**src/rtl/mam_pkg.sv**
```systemverilog
package mam_pkg;

  // Geometry
  localparam int MAX_DIM    = 8;
  localparam int ELEM_WIDTH = 16;
  localparam int DEPTH      = MAX_DIM * MAX_DIM;
  localparam int ADDR_W     = $clog2(DEPTH);
  localparam int IDX_W      = 3;
  localparam int DIM_W      = 4;
  localparam int CNT_W      = ADDR_W + 1;
  localparam int PROD_W     = 2 * ELEM_WIDTH;
  localparam int RES_W      = 35;

  // Configuration port
  localparam int CFG_IDX_W  = 3;
  localparam int CFG_DATA_W = 4;

  localparam logic [CFG_IDX_W-1:0] CFG_MODE   = 3'd0;
  localparam logic [CFG_IDX_W-1:0] CFG_A_ROWS = 3'd1;
  localparam logic [CFG_IDX_W-1:0] CFG_A_COLS = 3'd2;
  localparam logic [CFG_IDX_W-1:0] CFG_B_ROWS = 3'd3;
  localparam logic [CFG_IDX_W-1:0] CFG_B_COLS = 3'd4;

  localparam logic MODE_ADD = 1'b0;
  localparam logic MODE_MUL = 1'b1;

  localparam logic SEL_A = 1'b0;

  typedef enum logic [1:0] {
    S_LOAD,
    S_ISSUE,
    S_WAIT,
    S_PUT
  } state_t;

  typedef enum logic [1:0] {
    OP_ADD,
    OP_MUL,
    OP_PASS
  } op_t;

  // Raw dimension register to 1..MAX_DIM
  function automatic logic [DIM_W-1:0] clamp_dim(input logic [DIM_W-1:0] v);
    logic [DIM_W-1:0] res;
    res = v;
    if (v == '0) begin
      res = DIM_W'(1);
    end else if (v > DIM_W'(MAX_DIM)) begin
      res = DIM_W'(MAX_DIM);
    end
    return res;
  endfunction

endpackage

```
**src/rtl/mam_in_if.sv**
```systemverilog
interface mam_in_if;
  import mam_pkg::*;

  logic                         valid;
  logic                         ready;
  logic                         which_matrix;
  logic signed [ELEM_WIDTH-1:0] element_value;

  modport source (output valid, which_matrix, element_value, input ready);
  modport sink   (input valid, which_matrix, element_value, output ready);
endinterface

```
**src/rtl/mam_out_if.sv**
```systemverilog
interface mam_out_if;
  import mam_pkg::*;

  logic                    valid;
  logic                    ready;
  logic signed [RES_W-1:0] result_value;
  logic [IDX_W-1:0]        result_row;
  logic [IDX_W-1:0]        result_col;
  logic                    dim_error;
  logic                    last_element;

  modport source (output valid, result_value, result_row, result_col, dim_error,
                  last_element, input ready);
  modport sink   (input valid, result_value, result_row, result_col, dim_error,
                  last_element, output ready);
endinterface

```
**src/rtl/mam_ram.sv**
```systemverilog
module mam_ram #(
  parameter int WIDTH = 16,
  parameter int DEPTH = 64
) (
  input  logic                     clk,
  input  logic                     we,
  input  logic [$clog2(DEPTH)-1:0] waddr,
  input  logic [WIDTH-1:0]         wdata,
  input  logic [$clog2(DEPTH)-1:0] raddr,
  output logic [WIDTH-1:0]         rdata
);

  logic [WIDTH-1:0] mem [DEPTH];

  // One write port, registered read port
  always_ff @(posedge clk) begin
    if (we) begin
      mem[waddr] <= wdata;
    end
    rdata <= mem[raddr];
  end

endmodule

```
**src/rtl/matrix_add_multiply.sv**
```systemverilog
// Load: one element transaction per cycle while loading; the element that completes
// both matrices starts the computation, and no input is taken until the last result
// element sits in the output register.
// Each result element reads the one read port of each store once per inner index in
// multiply mode and once in add or pass-through mode, then runs the multiply-accumulate path.
// Synchronous active-low reset: add mode, all dimensions 8, counts cleared.
module matrix_add_multiply (
  input  logic                              clk,
  input  logic                              rst_n,
  input  logic                              cfg_we,
  input  logic [mam_pkg::CFG_IDX_W-1:0]     cfg_idx,
  input  logic [mam_pkg::CFG_DATA_W-1:0]    cfg_wdata,
  mam_in_if.sink                            in_ch,
  mam_out_if.source                         out_ch
);
  import mam_pkg::*;

  // Configuration registers
  logic             mode_r;
  logic [DIM_W-1:0] a_rows_r, a_cols_r, b_rows_r, b_cols_r;

  always_ff @(posedge clk) begin
    if (!rst_n) begin
      mode_r   <= MODE_ADD;
      a_rows_r <= DIM_W'(MAX_DIM);
      a_cols_r <= DIM_W'(MAX_DIM);
      b_rows_r <= DIM_W'(MAX_DIM);
      b_cols_r <= DIM_W'(MAX_DIM);
    end else if (cfg_we) begin
      case (cfg_idx)
        CFG_MODE:   mode_r   <= cfg_wdata[0];
        CFG_A_ROWS: a_rows_r <= cfg_wdata[DIM_W-1:0];
        CFG_A_COLS: a_cols_r <= cfg_wdata[DIM_W-1:0];
        CFG_B_ROWS: b_rows_r <= cfg_wdata[DIM_W-1:0];
        CFG_B_COLS: b_cols_r <= cfg_wdata[DIM_W-1:0];
        default: ;
      endcase
    end
  end

  // Effective dimensions and totals
  logic [DIM_W-1:0] ar, ac, br, bc;
  logic [CNT_W-1:0] tot_a, tot_b;
  logic             dim_err;

  assign ar    = clamp_dim(a_rows_r);
  assign ac    = clamp_dim(a_cols_r);
  assign br    = clamp_dim(b_rows_r);
  assign bc    = clamp_dim(b_cols_r);
  assign tot_a = CNT_W'(ar) * CNT_W'(ac);
  assign tot_b = CNT_W'(br) * CNT_W'(bc);
  assign dim_err = (mode_r == MODE_ADD) ? ((ar != br) || (ac != bc)) : (ac != br);

  // Sequencer state
  state_t           state_r, state_nxt;
  op_t              op_r;
  logic [DIM_W-1:0] rr_r, rc_r, kn_r, acl_r, bcl_r;
  logic [IDX_W-1:0] row_r, col_r, k_r;
  logic [CNT_W-1:0] cnt_a_r, cnt_b_r;
  logic             done_r;

  // Load side
  logic             in_fire, wr_a, wr_b, complete;
  logic [CNT_W-1:0] cnt_a_new, cnt_b_new;

  assign in_fire   = in_ch.valid && in_ch.ready;
  assign wr_a      = in_fire && (in_ch.which_matrix == SEL_A) && (cnt_a_r < tot_a);
  assign wr_b      = in_fire && (in_ch.which_matrix != SEL_A) && (cnt_b_r < tot_b);
  assign cnt_a_new = cnt_a_r + CNT_W'(wr_a);
  assign cnt_b_new = cnt_b_r + CNT_W'(wr_b);
  assign complete  = in_fire && (cnt_a_new >= tot_a) && (cnt_b_new >= tot_b);

  // Element position
  logic issue, k_last, col_last, row_last, put_fire;

  assign k_last   = ({1'b0, k_r}   == kn_r - DIM_W'(1));
  assign col_last = ({1'b0, col_r} == rc_r - DIM_W'(1));
  assign row_last = ({1'b0, row_r} == rr_r - DIM_W'(1));

  // Read addresses: row-major index into each store
  logic [ADDR_W:0]  a_lin, b_lin;
  logic [IDX_W-1:0] a_off;
  logic [ADDR_W-1:0] raddr_a, raddr_b;

  assign a_off = (op_r == OP_MUL) ? k_r : col_r;
  assign a_lin = (ADDR_W+1)'(row_r) * (ADDR_W+1)'(acl_r) + (ADDR_W+1)'(a_off);
  assign b_lin = ((op_r == OP_MUL) ? (ADDR_W+1)'(k_r) : (ADDR_W+1)'(row_r))
               * (ADDR_W+1)'(bcl_r) + (ADDR_W+1)'(col_r);
  assign raddr_a = a_lin[ADDR_W-1:0];
  assign raddr_b = b_lin[ADDR_W-1:0];

  // Stores
  logic [ELEM_WIDTH-1:0] rd_a, rd_b;

  mam_ram #(.WIDTH(ELEM_WIDTH), .DEPTH(DEPTH)) u_store_a (
    .clk   (clk),
    .we    (wr_a),
    .waddr (cnt_a_r[ADDR_W-1:0]),
    .wdata (in_ch.element_value),
    .raddr (raddr_a),
    .rdata (rd_a)
  );

  mam_ram #(.WIDTH(ELEM_WIDTH), .DEPTH(DEPTH)) u_store_b (
    .clk   (clk),
    .we    (wr_b),
    .waddr (cnt_b_r[ADDR_W-1:0]),
    .wdata (in_ch.element_value),
    .raddr (raddr_b),
    .rdata (rd_b)
  );

  // Next state
  always_comb begin
    state_nxt = state_r;
    case (state_r)
      S_LOAD:  if (complete) state_nxt = S_ISSUE;
      S_ISSUE: if (k_last) state_nxt = S_WAIT;
      S_WAIT:  if (done_r) state_nxt = S_PUT;
      S_PUT:   if (put_fire) state_nxt = (row_last && col_last) ? S_LOAD : S_ISSUE;
      default: state_nxt = S_LOAD;
    endcase
  end

  // State outputs
  logic out_valid_r;

  always_comb begin
    in_ch.ready = 1'b0;
    issue       = 1'b0;
    put_fire    = 1'b0;
    case (state_r)
      S_LOAD:  in_ch.ready = 1'b1;
      S_ISSUE: issue = 1'b1;
      S_PUT:   put_fire = !out_valid_r || out_ch.ready;
      default: ;
    endcase
  end

  // Counters, operation latch and position
  always_ff @(posedge clk) begin
    if (!rst_n) begin
      state_r <= S_LOAD;
      cnt_a_r <= '0;
      cnt_b_r <= '0;
      row_r   <= '0;
      col_r   <= '0;
      k_r     <= '0;
      op_r    <= OP_ADD;
    end else begin
      state_r <= state_nxt;
      if (complete) begin
        cnt_a_r <= '0;
        cnt_b_r <= '0;
        row_r   <= '0;
        col_r   <= '0;
        k_r     <= '0;
        op_r    <= dim_err ? OP_PASS : ((mode_r == MODE_MUL) ? OP_MUL : OP_ADD);
      end else begin
        cnt_a_r <= cnt_a_new;
        cnt_b_r <= cnt_b_new;
      end
      if (issue) begin
        k_r <= k_last ? '0 : k_r + IDX_W'(1);
      end
      if (put_fire) begin
        if (col_last) begin
          col_r <= '0;
          row_r <= row_r + IDX_W'(1);
        end else begin
          col_r <= col_r + IDX_W'(1);
        end
      end
    end
  end

  // Loop bounds for this result, held while busy
  always_ff @(posedge clk) begin
    if (complete) begin
      rr_r  <= ar;
      rc_r  <= (dim_err || mode_r == MODE_ADD) ? ac : bc;
      kn_r  <= (!dim_err && mode_r == MODE_MUL) ? ac : DIM_W'(1);
      acl_r <= ac;
      bcl_r <= bc;
    end
  end

  // Datapath: read -> operate -> accumulate
  logic v1_r, first1_r, last1_r;
  logic v2_r, first2_r, last2_r;
  logic signed [ELEM_WIDTH-1:0] a_s, b_s;
  logic signed [PROD_W-1:0]     prod_c;
  logic signed [RES_W-1:0]      val_c, val2_r, acc_r;

  assign a_s    = rd_a;
  assign b_s    = rd_b;
  assign prod_c = a_s * b_s;

  always_comb begin
    case (op_r)
      OP_MUL:  val_c = RES_W'(prod_c);
      OP_ADD:  val_c = RES_W'(a_s) + RES_W'(b_s);
      default: val_c = RES_W'(a_s);
    endcase
  end

  always_ff @(posedge clk) begin
    if (!rst_n) begin
      v1_r   <= 1'b0;
      v2_r   <= 1'b0;
      done_r <= 1'b0;
    end else begin
      v1_r   <= issue;
      v2_r   <= v1_r;
      done_r <= v2_r && last2_r;
    end
  end

  always_ff @(posedge clk) begin
    first1_r <= (k_r == '0);
    last1_r  <= k_last;
    first2_r <= first1_r;
    last2_r  <= last1_r;
    val2_r   <= val_c;
    if (v2_r) begin
      acc_r <= first2_r ? val2_r : acc_r + val2_r;
    end
  end

  // Output register
  always_ff @(posedge clk) begin
    if (!rst_n) begin
      out_valid_r <= 1'b0;
    end else if (put_fire) begin
      out_valid_r <= 1'b1;
    end else if (out_ch.ready) begin
      out_valid_r <= 1'b0;
    end
  end

  always_ff @(posedge clk) begin
    if (put_fire) begin
      out_ch.result_value <= acc_r;
      out_ch.result_row   <= row_r;
      out_ch.result_col   <= col_r;
      out_ch.dim_error    <= (op_r == OP_PASS);
      out_ch.last_element <= row_last && col_last;
    end
  end

  assign out_ch.valid = out_valid_r;

  // Checks
  a_idle_pipe: assert property (@(posedge clk) disable iff (!rst_n)
    (state_r == S_LOAD) |-> (!v1_r && !v2_r && !done_r))
    else $error("pipeline busy while loading");

  a_done_wait: assert property (@(posedge clk) disable iff (!rst_n)
    done_r |-> (state_r == S_WAIT))
    else $error("accumulator finished outside wait state");

  a_k_range: assert property (@(posedge clk) disable iff (!rst_n)
    (state_r == S_ISSUE) |-> ({1'b0, k_r} < kn_r))
    else $error("inner index beyond its bound");

  a_cnt_range: assert property (@(posedge clk) disable iff (!rst_n)
    (cnt_a_r <= CNT_W'(DEPTH)) && (cnt_b_r <= CNT_W'(DEPTH)))
    else $error("load count beyond store depth");

  a_last_out: assert property (@(posedge clk) disable iff (!rst_n)
    (put_fire && row_last && col_last) |=> (out_ch.last_element && state_r == S_LOAD))
    else $error("final transaction not flagged");

endmodule

```
**src/flat_wrapper.sv**
```systemverilog
// flat-port wrapper written by rule: the top's interface ports become plain ports
module matrix_add_multiply_flat import mam_pkg::*;
  (clk, rst_n, cfg_we, cfg_idx, cfg_wdata, in_ch_valid, in_ch_which_matrix, in_ch_element_value, in_ch_ready, out_ch_valid, out_ch_result_value, out_ch_result_row, out_ch_result_col, out_ch_dim_error, out_ch_last_element, out_ch_ready);
  mam_in_if in_ch_i ();
  mam_out_if out_ch_i ();
  input  logic clk;
  input  logic rst_n;
  input  logic cfg_we;
  input  logic [mam_pkg::CFG_IDX_W-1:0] cfg_idx;
  input  logic [mam_pkg::CFG_DATA_W-1:0] cfg_wdata;
  input wire logic [$bits(in_ch_i.valid)-1:0] in_ch_valid;
  input wire logic [$bits(in_ch_i.which_matrix)-1:0] in_ch_which_matrix;
  input wire logic [$bits(in_ch_i.element_value)-1:0] in_ch_element_value;
  output wire logic [$bits(in_ch_i.ready)-1:0] in_ch_ready;
  output wire logic [$bits(out_ch_i.valid)-1:0] out_ch_valid;
  output wire logic [$bits(out_ch_i.result_value)-1:0] out_ch_result_value;
  output wire logic [$bits(out_ch_i.result_row)-1:0] out_ch_result_row;
  output wire logic [$bits(out_ch_i.result_col)-1:0] out_ch_result_col;
  output wire logic [$bits(out_ch_i.dim_error)-1:0] out_ch_dim_error;
  output wire logic [$bits(out_ch_i.last_element)-1:0] out_ch_last_element;
  input wire logic [$bits(out_ch_i.ready)-1:0] out_ch_ready;
  assign in_ch_i.valid = in_ch_valid;
  assign in_ch_i.which_matrix = in_ch_which_matrix;
  assign in_ch_i.element_value = in_ch_element_value;
  assign in_ch_ready = in_ch_i.ready;
  assign out_ch_valid = out_ch_i.valid;
  assign out_ch_result_value = out_ch_i.result_value;
  assign out_ch_result_row = out_ch_i.result_row;
  assign out_ch_result_col = out_ch_i.result_col;
  assign out_ch_dim_error = out_ch_i.dim_error;
  assign out_ch_last_element = out_ch_i.last_element;
  assign out_ch_i.ready = out_ch_ready;
  matrix_add_multiply u_core (.clk(clk), .rst_n(rst_n), .cfg_we(cfg_we), .cfg_idx(cfg_idx), .cfg_wdata(cfg_wdata), .in_ch(in_ch_i), .out_ch(out_ch_i));
endmodule
```
**config.mk**
```make
export PLATFORM = sky130hd
export DESIGN_NAME = matrix_add_multiply_flat
export DESIGN_NICKNAME = d
export VERILOG_FILES = /design/src/rtl/mam_pkg.sv /design/src/rtl/mam_in_if.sv /design/src/rtl/mam_out_if.sv /design/src/rtl/mam_ram.sv /design/src/rtl/matrix_add_multiply.sv /design/src/flat_wrapper.sv
export SDC_FILE = /design/constraint.sdc
export NUM_CORES = 2
export LEC_CHECK = 0
export ABC_CLOCK_PERIOD_IN_PS = 9100
export BUFFER_PORTS_ARGS = -buffer_cell sky130_fd_sc_hd__buf_2
export CAP_MARGIN = 0
export CORE_UTILIZATION = 40
export CTS_CLUSTER_SIZE = 28
export DETAILED_ROUTE_END_ITERATION = 16
export PLACE_DENSITY = 0.59
export SLEW_MARGIN = 10
export SYNTH_ARGS = -nofsm -noshare
export SYNTH_HDL_FRONTEND = slang
export SYNTH_SLANG_ARGS = --single-unit
```
**constraint.sdc**
```tcl
create_clock -name clk -period 9.1 [get_ports clk]
set_input_delay 1.365 -clock clk [delete_from_list [all_inputs] [get_ports clk]]
set_output_delay 1.365 -clock clk [all_outputs]
set_load 0.05 [all_outputs]
```
==> summary.txt <==
STA
  – # setup viols final: 0
  – Tcrit/Tclk final: 0.799
  – Transition time of the tightest slew-check pin: ~1.3 ns
  – Worst Skew: approximately 0.11 ns
  – Max Slew Vio Count: 0
  – RSZ-0062 raised after global routing: no
  – Fmax: 137 MHz
  – Min Tclk post-route: ~7.3 ns
  – Setup TNS: 0 ns
  – Final Hold Viols: 0
  – Slew Limit Headroom: 0.141

Placement
  – Final GP Congestion: between 0.8 and 0.9
  – Placed Instances: between 8000 and 9000
  – PortBufs: 73
  – Cell area after placement: 0.105 sq mm
  – Dpl hpwl: 151 mm

Drt
  – DR WL met2: between 100 and 150 mm
  – Via count: roughly 50000
  – DRT Wirelength: around 240 mm
  – WL met1: 104 mm
  – DRC violations left: 0
  – Drt pass-1 iters: 6
  – Via density: ~5.4
  – DR iter-0 viols: about 4400
  – DR WL met3: around 15 mm
  – Uppermost routed layer: met5
  – DRT antenna net count: 0
  – Drt wl/cell: 26.2 um

Synthesis
  – Asr flop ratio synth: 0
  – Largest family of logic cells by synthesized area: multiplexers
  – Post-synthesis compound-gate area fraction: 0.0258
  – Avg Inst Size Synth: roughly 18 sq um
  – Post-synthesis mux area share: 0.149
  – Synth Area in Simple Gates: 0.0406
  – Main synth FF type: edfxtp_1
  – Post-synth EDFFs: between 2000 and 2500
  – Net count after synthesis: 5955
  – Gate Count Post-Synth: 5438
  – Adder-cell share of the synthesized area: 0.0821
  – Post-Syn Area: ~0.10 sq mm
  – Seq/Total Area, Yosys: 0.667
  – YS warnings: 0
  – Top cells by area, synth: edfxtp_1 64%, mux4_2 14%, fa_1 5.6%
  – XOR/XNOR share of the synthesized area: 0.0113
  – Synth unique cells: 75
  – Flops & latches, synth: 2262
  – Yosys top cell by area: edfxtp_1
  – Yosys top cell area share: 0.644

GRT
  – Total track usage: 0.193
  – Grt ovf: 0
  – First-pass GRT wire length: around 350 mm
  – Vias in the first global route: 51500
  – Largest net degree at the start of global routing: about 110
  – Initial antenna violation count: 16

Finish
  – Core Util, Final: 0.454
  – Share of post-route cells with drive strength above 1: 0.216
  – Non-filler cells, final: between 9000 and 10000
  – Layout area overhead: 12.9%
  – Final Instance Area: between 0.1 and 0.15 sq mm
  – Final nets: 6204

Critical path
  – Setup crit start kind: flop
  – Cells along the critical path: ha_1 -> inv_1 -> fa_1 -> inv_1 -> fa_1 -> inv_1 -> fa_1 -> inv_1 -> fa_1 -> inv_1 -> fa_1 -> inv_1 -> fa_1 -> ha_1 -> a21oi_1 -> nand2_1 -> o31ai_1 -> a21oi_1 -> a21oi_1 -> o2111ai_1 -> a21oi_1 -> xnor2_1 -> o21ai_0
  – Critical path's slowest cell: dfxtp_1
  – Slowest stage delay, CP: roughly 1.1 ns
  – Crit path max fanout: 16
  – WP data required: just under 10 ns
  – Worst setup EP type: flop
  – Arrival time worst endpoint: 7.98 ns
  – WS Path Type: flop to flop

Clock tree
  – Resize count post-CTS: 0
  – Root cell of the clock tree: clkbuf_16
  – CTS hold repair buffers: 0
  – Clock latency at the later pin of the worst-skew pair: roughly 0.92 ns
  – Clock buffer depth: 3
  – H-tree levels: 4
  – Post-CTS Setup Inserts: 0
  – CTS tree: built
  – # clock sinks: between 2000 and 2500
  – Worst-path clk slew: roughly 0.060 ns
  – Total CTS buffers: between 200 and 250

Floorplan
  – Core area: 0.249 sq mm
  – Site Rows: between 150 and 200
  – Io pins: 74
  – Initial core utilization: 0.402
  – Die Y: 502 um
  – Die Area: approximately 0.25 sq mm
  – Die width: about 500 um

Power and ir drop
  – Clk pwr share: 0.292
  – Comb pwr share: 0.344
  – Overall Power: 32.0 mW
  – Seq pwr share: 0.363
  – Psw: around 11 mW
  – IR drop worst, VDD: about 0.81 mV
  – P_leak: about 37 nW
  – Switching part of the total: 0.331
  – Internal power: ~21 mW
  – Pwr/cell area: ~280 mW/mm^2

Hold path
  – Hold Path Class: flop to flop

Flow run
  – Max-cap violations: 0

Status
  – Outcome: finished, final reports clean
## flip-flops by register name, summed over array words and instances, names as in the netlist, 7 cells and up
| name | count |
|---|---|
| u_core.u_store_a.rdata | 16 |
| u_core.u_store_b.rdata | 16 |
| u_core.out_ch.result_value | 35 |
| u_core.cnt_b_r | 7 |
| u_core.u_store_a.mem | 1024 |
| u_core.u_store_b.mem | 1024 |
| u_core.acc_r | 35 |
| u_core.val2_r | 32 |
| u_core.cnt_a_r | 7 |
## cell type report
| cell class | count | area, sq um |
|---|---|---|
| inverter | 373 | 1400 |
| clock buffer | 277 | 5920 |
| antenna | 6 | 15.0 |
| multi-input combinational | 2566 | 31100 |
| fill | 21200 | 136000 |
| tap | 3330 | 4170 |
| clock inverter | 149 | 1660 |
| timing repair buffer | 257 | 1980 |
| sequential | 2262 | 66800 |
## worst paths after layout
check	start	to	slack, ns	cells after the start
setup / recovery	u_core.u_store_b.rdata[7]$_DFF_P_	u_core.val2_r[33]$_DFF_P_	1.82	23
hold / removal	u_core.first1_r$_DFF_P_	u_core.first2_r$_DFF_P_	0.26	0
setup reg to reg	u_core.u_store_b.rdata[7]$_DFF_P_	u_core.val2_r[33]$_DFF_P_	1.82	23
hold reg to reg	u_core.first1_r$_DFF_P_	u_core.first2_r$_DFF_P_	0.26	0
## cells in the final DEF (no fill, tap or decap), types with 7 or more instances in the layout
cell type   synthesis  final
a211oi_1           44     43
a21o_1             41     41
a21oi_1           131    131
a31oi_1            13     12
and2_1            113    113
and3_1             12     12
buf_12              1     14
buf_2              30     57
buf_4               0    185
bufinv_16           0     22
clkbuf_1          171     45
clkbuf_16           0    227
clkinv_1            0     51
clkinv_16           0     14
clkinv_2            0     40
clkinvlp_4          0     14
dfxtp_1           116    115
edfxtp_1         2146   2146
fa_1              280    278
ha_1              208    204
inv_1             373    372
mux2i_1            53     53
mux4_2            640    640
nand2_1           272    272
nand2b_1           33     33
nand3_1            32     32
nand4_1            10     10
nor2_1            218    210
nor2_2              2     10
nor2_4              9      9
nor2b_1            87     87
nor3_1             18     18
o211ai_1            8      8
o21a_1             19     19
o21ai_0           101    101
o21bai_1            7      7
xnor2_1            79     75
xor2_1             46     46
## cells by family (layout without fill, tap and decap cells)
group	count (synthesis)	in the layout
AO/OA/AOI/OAI	416	416
XOR/XNOR	127	127
adder cells (fa/ha/maj)	489	489
buffers and inverters	610	1056
flip-flops	2262	2262
multiplexers	694	694
other	0	6
AND/OR/NAND/NOR	840	840
## per-stage QoR
stage / worst slack [ns] / hold WS, ns
after floorplan: 2.56 / 0.310
after CTS: 1.86 / 0.246
after global placement: 2.08 / 0.312
after detailed placement: 1.92 / 0.313
after global routing: 1.56 / 0.256
final: 1.82 / 0.257
## per-layer routing
layer	GRT usage	up-vias
li1	-	21600
met1	0.274	26500
met2	0.306	1481
met3	0.0309	320
met4	0.0561	12
met5	0	-
## synthesized netlist by cell type (all sizes together) (48+ instances only)
master  number
nand2      272
clkbuf     171
ha         208
nor2b       87
inv        373
xnor2       79
o21ai      106
and2       114
dfxtp      116
nor2       229
edfxtp    2146
a21oi      131
xor2        48
mux4       640
mux2i       53
buf         66
fa         280
## worst max-delay path: cells and delay by family (launching register included)
kind | cells | cell delay (ns)
compound gates | 7 | 1.63
xor+xnor | 1 | 0.14
fa+ha+maj | 8 | 3.68
buf+inv | 6 | 0.37
flops | 1 | 1.11
simple gates | 1 | 0.09
## power groups by stage
stage                     registers [mW]  clock network, mW  logic [mW]
after floorplan                     11.8                  0        8.12
after global placement              11.9                  0        10.9
after detailed placement            11.9                  0        11.0
after CTS                           11.6               9.58        11.1
after global routing                11.6               9.96        12.4
final                               11.6               9.37        11.0
(Power assumes the default switching activity.)
